[src/acn_pkg.sv]
// Shared constants and payload types for the box-pair collision normal unit.
// No dependencies; every other file imports this package.
package acn_pkg;

   localparam int COORD_BITS       = 24;
   localparam int NORMAL_FRAC_BITS = 14;
   localparam int NORM_BITS        = 16;
   localparam int SIZE_BITS        = COORD_BITS - 1;
   // doubled-unit positions and their differences
   localparam int POS_BITS         = COORD_BITS + 3;
   localparam int DIFF_BITS        = COORD_BITS + 4;
   localparam int MAG_BITS         = DIFF_BITS - 1;
   // squaring is split into two halves so each product stays narrow
   localparam int SPLIT            = (MAG_BITS + 1) / 2;
   localparam int HIGH             = MAG_BITS - SPLIT;
   localparam int SQR_BITS         = 2 * MAG_BITS;
   localparam int SUM_BITS         = SQR_BITS + 1;
   // quotient d^2 * 2^(2F+2) / S lies in [0, 2^(2F+2)]
   localparam int QUO_BITS         = 2 * NORMAL_FRAC_BITS + 3;
   localparam int ROOT_STAGES      = NORMAL_FRAC_BITS + 2;
   localparam int ROOT_BITS        = NORMAL_FRAC_BITS + 2;
   localparam int QUEUE_DEPTH      = 2;
   localparam int QUEUE_PTR_BITS   = $clog2(QUEUE_DEPTH);
   localparam int QUEUE_CNT_BITS   = $clog2(QUEUE_DEPTH + 1);

   localparam logic signed [NORM_BITS-1:0] NORM_ONE = NORM_BITS'(64'sd1 << NORMAL_FRAC_BITS);
   localparam logic signed [NORM_BITS-1:0] NORM_NEG = -NORM_ONE;

   typedef struct packed {
      logic signed [COORD_BITS-1:0] a_x;
      logic signed [COORD_BITS-1:0] a_y;
      logic [SIZE_BITS-1:0]         a_w;
      logic [SIZE_BITS-1:0]         a_h;
      logic signed [COORD_BITS-1:0] b_x;
      logic signed [COORD_BITS-1:0] b_y;
      logic [SIZE_BITS-1:0]         b_w;
      logic [SIZE_BITS-1:0]         b_h;
   } req_type;

   typedef struct packed {
      logic                        overlapping;
      logic                        touching;
      logic signed [NORM_BITS-1:0] normal_x;
      logic signed [NORM_BITS-1:0] normal_y;
      logic                        degenerate;
   } rsp_type;

   // per-transaction control carried alongside the normalize pipeline
   typedef struct packed {
      logic                        ovl;
      logic                        touch;
      logic                        norm;
      logic                        deg;
      logic                        neg_x;
      logic                        neg_y;
      logic signed [NORM_BITS-1:0] nx;
      logic signed [NORM_BITS-1:0] ny;
   } meta_type;

   typedef struct packed {
      meta_type            meta;
      logic [MAG_BITS-1:0] mag_x;
      logic [MAG_BITS-1:0] mag_y;
   } job_type;

endpackage

[src/acn_queue.sv]
// Short FIFO between the front end and the normalize pipeline.
// Depends on acn_pkg; the back end takes an entry every cycle one is present.
module acn_queue (
   input  logic             clock,
   input  logic             reset,
   input  logic             push_valid,
   output logic             push_ready,
   input  acn_pkg::job_type push_job,
   output logic             pop_valid,
   output acn_pkg::job_type pop_job
);
   import acn_pkg::*;

   job_type                   mem_ff [QUEUE_DEPTH];
   logic [QUEUE_PTR_BITS-1:0] wr_ptr_ff, wr_ptr_in, rd_ptr_ff, rd_ptr_in;
   logic [QUEUE_CNT_BITS-1:0] count_ff, count_in;
   logic                      push, pop;

   assign push_ready = count_ff != QUEUE_CNT_BITS'(QUEUE_DEPTH);
   assign pop_valid  = count_ff != '0;
   assign push       = push_valid && push_ready;
   assign pop        = pop_valid;
   assign pop_job    = mem_ff[rd_ptr_ff];

   always_comb begin
      wr_ptr_in = wr_ptr_ff;
      rd_ptr_in = rd_ptr_ff;
      count_in  = count_ff;
      if (push) begin
         wr_ptr_in = (wr_ptr_ff == QUEUE_PTR_BITS'(QUEUE_DEPTH - 1)) ? '0 : wr_ptr_ff + 1'b1;
      end
      if (pop) begin
         rd_ptr_in = (rd_ptr_ff == QUEUE_PTR_BITS'(QUEUE_DEPTH - 1)) ? '0 : rd_ptr_ff + 1'b1;
      end
      if (push && !pop) begin
         count_in = count_ff + 1'b1;
      end else if (pop && !push) begin
         count_in = count_ff - 1'b1;
      end
   end

   always_ff @(posedge clock) begin
      if (reset) begin
         wr_ptr_ff <= '0;
         rd_ptr_ff <= '0;
         count_ff  <= '0;
      end else begin
         wr_ptr_ff <= wr_ptr_in;
         rd_ptr_ff <= rd_ptr_in;
         count_ff  <= count_in;
      end
      if (push) begin
         mem_ff[wr_ptr_ff] <= push_job;
      end
   end

endmodule

[config.mk]
export PLATFORM = sky130hd
export DESIGN_NAME = acn_queue
export DESIGN_NICKNAME = d
export VERILOG_FILES = /design/src/acn_pkg.sv /design/src/acn_queue.sv
export SDC_FILE = /design/constraint.sdc
export NUM_CORES = 1
export LEC_CHECK = 0
export BUFFER_PORTS_ARGS = -buffer_cell sky130_fd_sc_hd__buf_2
export CORE_MARGIN = 5
export CORE_UTILIZATION = 50
export CTS_CLUSTER_DIAMETER = 150
export DETAILED_ROUTE_END_ITERATION = 8
export GPL_TIMING_DRIVEN = 0
export PLACE_DENSITY = 0.77
export SETUP_SLACK_MARGIN = 0.4
export SKIP_CTS_REPAIR_TIMING = 1
export SLEW_MARGIN = 20
export SYNTH_ARGS = -nofsm -noshare
export SYNTH_HDL_FRONTEND = slang
export SYNTH_SLANG_ARGS = --single-unit
[constraint.sdc]
create_clock -name clock -period 6.8 [get_ports clock]
set_input_delay 1.36 -clock clock [delete_from_list [all_inputs] [get_ports clock]]
set_output_delay 1.36 -clock clock [all_outputs]
set_load 0.005 [all_outputs]
# Word level (Yosys, flattened, before mapping)
# Memory sizes are Yosys's and may differ from the RTL's. A register that Yosys moved wholly into a read port is not among the register bits.
# Index checks and enable logic that the tools add are counted.
[totals] regBits=4 ramBits=184 out_inout_bits=94 n_memories=1
[op_classes] n_addsub=4 n_eq_ne=1 mux=8 n_reduce_logical=7
[memory_table] memory="mem_ff" words=2 word_bits=92 read_ports=1 rd_clocked_by_memory_dff=1 wr=1 line_no="acn_queue.sv:14" text="job_type mem_ff [QUEUE_DEPTH];"
[ops] op="2-to-1 mux 1 bit" n=6
[ops] op="2-to-1 mux 2 bit" n=2
[ops] op="nonzero test 2 bit" n=2
[ops] op="logical AND 1 bit" n=3
[ops] op="adder 1 bit (second input constant)" n=2
[ops] op="adder 2 x 1 -> 2 bit (second input constant)" n=1
[ops] op="zero test 1 bit" n=2
[ops] op="!= test 2 bit (second input constant)" n=1
[ops] op="subtractor 2 x 1 -> 2 bit (second input constant)" n=1

# Depth between registers and ports, before layout
[logic_depth] depth_word=6 mapped_depth=6 depth_no_buf=6

# Least setup slack after synthesis
# Ideal clock, no wire load.
[synth_timing] path_kind="input port to flip-flop" start="input push_valid" end="memory mem_ff[1][0] in the netlist's numbering, enable pin" setup_time_ns=0.461 arrival_time_ns=3.545 setup_slack_ns=2.793 cell_stages=1 path_buffers=0 path_cell_list="and3_1"
[synth_between] elab_chain_cells=3
[synth_lines] item="from (decl)" line_no="acn_queue.sv:6" text="input logic push_valid,"
[synth_lines] item="logical AND 1 bit" line_no="acn_queue.sv:21" text="assign push = push_valid && push_ready;"
[synth_lines] item="2-to-1 mux 1 bit" line_no="acn_queue.sv:52" text="if (push) begin"
[synth_lines] item="2-to-1 mux 1 bit (implied by the code)" line_no="acn_queue.sv:53" text="mem_ff[wr_ptr_ff] <= push_job;"
[synth_lines] item="to (decl)" line_no="acn_queue.sv:14"
# Every way passes these cells.

==> impl_metrics.py <==
metrics = {
    "routing": {
        "dr.pass1.iters": 6,
        "postRouteAntennaNets": 0,
        "wl_per_cell_um": 17.7,
        "drcViolationCount": 0,
        "drt_wl_total_um": 12600,
        "vias": 3531,
        "via_per_inst": 4.99,
        "drtIter0Drc": 163,
    },
    "power_and_ir_drop": {
        "power.switching_mw": 0.795,
        "ir_worst_vdd_v": 0.000218,
        "leakagePower_nw": 3.25,
        "pwr-share-seq_pct": 47.7,
        "power_density_nw_per_um2": 362,
        "power_frac_comb_pct": 22.8,
        "switching_share_pct": 25.3,
        "p_total_mw": 3.14,
        "internal_power_mw": 2.35,
        "clkPwrFrac_pct": 29.5,
    },
    "worst_setup_path": {
        "timing.rr.start": "count_ff[0]",
        "r2r_slack_ns": 4.92,
        "reg2reg_to": "mem_ff[1][60]",
        "crit_path_start_kind": "register",
        "crit_arrival_ns": 1.67,
        "crit_path_end": "pop_job[26]",
        "required_ns": 5.44,
        "endpoint_kind": "output port",
        "crit_fanout": 10,
        "rr_worst_depth": 3,
        "worstSetupPathType": "reg -> out",
    },
    "synthesis": {
        "avgSynthCellArea_um2": 22.2,
        "synth_seq_cells": 189,
        "ys_seq_area_share_pct": 81.6,
        "yosys_warnings": 0,
        "syn_inst": 310,
        "synth_area_um2": 6890,
        "synth_fp_nets": 406,
        "synth_cell_types": 18,
    },
    "cts": {
        "tritoncts": "done",
        "numCtsBuffers": 17,
        "cts_sinks": 189,
        "insertion_delay_ns": 0.42,
        "cts.htree.levels": 4,
        "root_buffer": "clkbuf_16",
        "cts_buffer_depth": 2,
        "clk_transition_reported_paths_ns": 0.07,
    },
    "layout": {
        "fin_nets": 615,
        "area_growth_pct": 26.0,
        "layout_common_cells": "buf_2 (189), edfxtp_1 (184), mux2_2 (92)",
        "mostFrequentLayoutCell": "buf_2",
        "design_area_um2": 8680,
        "diodes": 0,
        "stdcell_count": 708,
        "drive_gt1_share_pct": 61.3,
        "nFillCells": 948,
    },
    "timing": {
        "fmax_ghz": 0.330,
        "finalClockSkew_ns": 0.00552,
        "hold_viol": 0,
        "fin_crit_sh_pct": 44.6,
        "tightest_slew_ns": 0.703,
        "finalSetupTns_ns": 0,
        "maxSlewViolCount": 0,
        "rsz0062_at_grt": "false",
        "hold_slack_ns": 0.536,
        "maxSlewHeadroom_pct": 53.2,
        "period_needed_ns": 3.03,
        "finalSetupViolations": 0,
    },
    "global_routing": {
        "grt_usage_pct": 15.5,
        "grt_max_degree": 48,
        "gr-total-overflow": 0,
        "grt_pass1_vias": 3744,
        "grt_pass1_wl_um": 18900,
        "antenna_found_initial": 0,
    },
    "floorplan": {
        "start_util_pct": 51.4,
        "core_um2": 13400,
        "die_y_um": 127,
        "dieArea_um2": 16200,
        "ios": 189,
        "die_w_um": 127,
        "rows": 42,
    },
    "status": {
        "status": "finished, final reports clean",
    },
    "placement": {
        "place_congestion": 0.744,
        "placed_cells": 676,
        "hpwl_um": 8570,
        "place_area_um2": 8120,
        "numPortBuffers": 188,
    },
    "flow_run": {
        "max_cap_viol_count": 0,
    },
    "worst_hold_path": {
        "hold_path.class": "reg -> reg",
    },
}
## layer usage
| metal | share of wire (%) | track usage [%] | wire (um) |
|---|---|---|---|
| met1 | 39 | 17.8 | 4900 |
| met5 | 0 | 0 | 0 |
| met2 | 51 | 26.4 | 6360 |
| met3 | 9.0 | 6.01 | 1130 |
| met4 | 1.3 | 5.68 | 169 |
## synth_stat cells
cell type / n / share of area (%)
a21bo_2: 1 / 0.15
a21oi_1: 2 / 0.15
and2_1: 1 / 0.091
and3_1: 1 / 0.091
buf_2: 1 / 0.073
buf_4: 1 / 0.11
buf_6: 8 / 1.3
dfxtp_1: 5 / 1.5
edfxtp_1: 184 / 80
ha_1: 1 / 0.18
inv_1: 2 / 0.11
mux2_2: 92 / 15
nand2b_4: 1 / 0.20
nand3b_1: 1 / 0.11
nor2_1: 4 / 0.22
o21ai_0: 1 / 0.073
or3_1: 1 / 0.091
xor2_1: 3 / 0.38
## power groups by stage
stage	Clock (mW)	Combinational (mW)	Sequential [mW]
2_1_floorplan	0	0.424	1.52
3_3_place_gp	0	0.701	1.54
3_5_place_dp	0	0.728	1.53
4_1_cts	0.952	0.734	1.50
5_1_grt	1.01	0.776	1.51
6_report	0.927	0.716	1.50
## sequential cells by signal, indices dropped and copies added, names as in the netlist, named ones only
register / cells
count_ff: 2
mem_ff: 184
rd_ptr_ff: 1
wr_ptr_ff: 1
## worst min path at each step
stage | startpoint | to | slack [ns] | cells past startpoint
6_report | rd_ptr_ff | register | 0.54 | 2
5_1_grt | rd_ptr_ff | rd_ptr_ff | 0.57 | 2
4_1_cts | rd_ptr_ff | register | 0.53 | 2
3_5_place_dp | rd_ptr_ff | register | 0.51 | 2
3_3_place_gp | rd_ptr_ff | rd_ptr_ff | 0.49 | 2
2_1_floorplan | rd_ptr_ff | register | 0.47 | 2
## critical path: stages (launching register included)
cell     delay [ns]
dfxtp_1        0.33
buf_4          0.24
buf_6          0.20
mux2_2         0.35
buf_2          0.13
## area by class of cell
type                    count  area, um2  area share (%)
flip-flops and latches    189       5630            64.8
multi-input cells         109       1160            13.4
repair buffers            190        996            11.5
clock buffers              17        425            4.90
well taps                 176        220            2.54
clock inverters            15        140            1.61
plain buffers              10        103            1.18
inverters                   2       12.5           0.144
## through the flow
stage / setup WS [ns] / util, %
2_1_floorplan: 2.79 / -
3_3_place_gp: 1.64 / 60.1
3_5_place_dp: 3.97 / 60.6
4_1_cts: 3.70 / 64.8
5_1_grt: 3.67 / 64.8
6_report: 3.77 / 64.8
## cell families (layout without fill, tap and decap cells)
logic type | count (synthesis) | after routing | share of synthesized area (%)
xor+xnor | 3 | 3 | 0.381
buf+inv | 12 | 234 | 1.60
compound gates | 4 | 4 | 0.363
fa+ha+maj | 1 | 1 | 0.182
simple gates | 9 | 9 | 0.799
flops | 189 | 189 | 81.6
mux | 92 | 92 | 15.0
(Power assumes the default switching activity.)
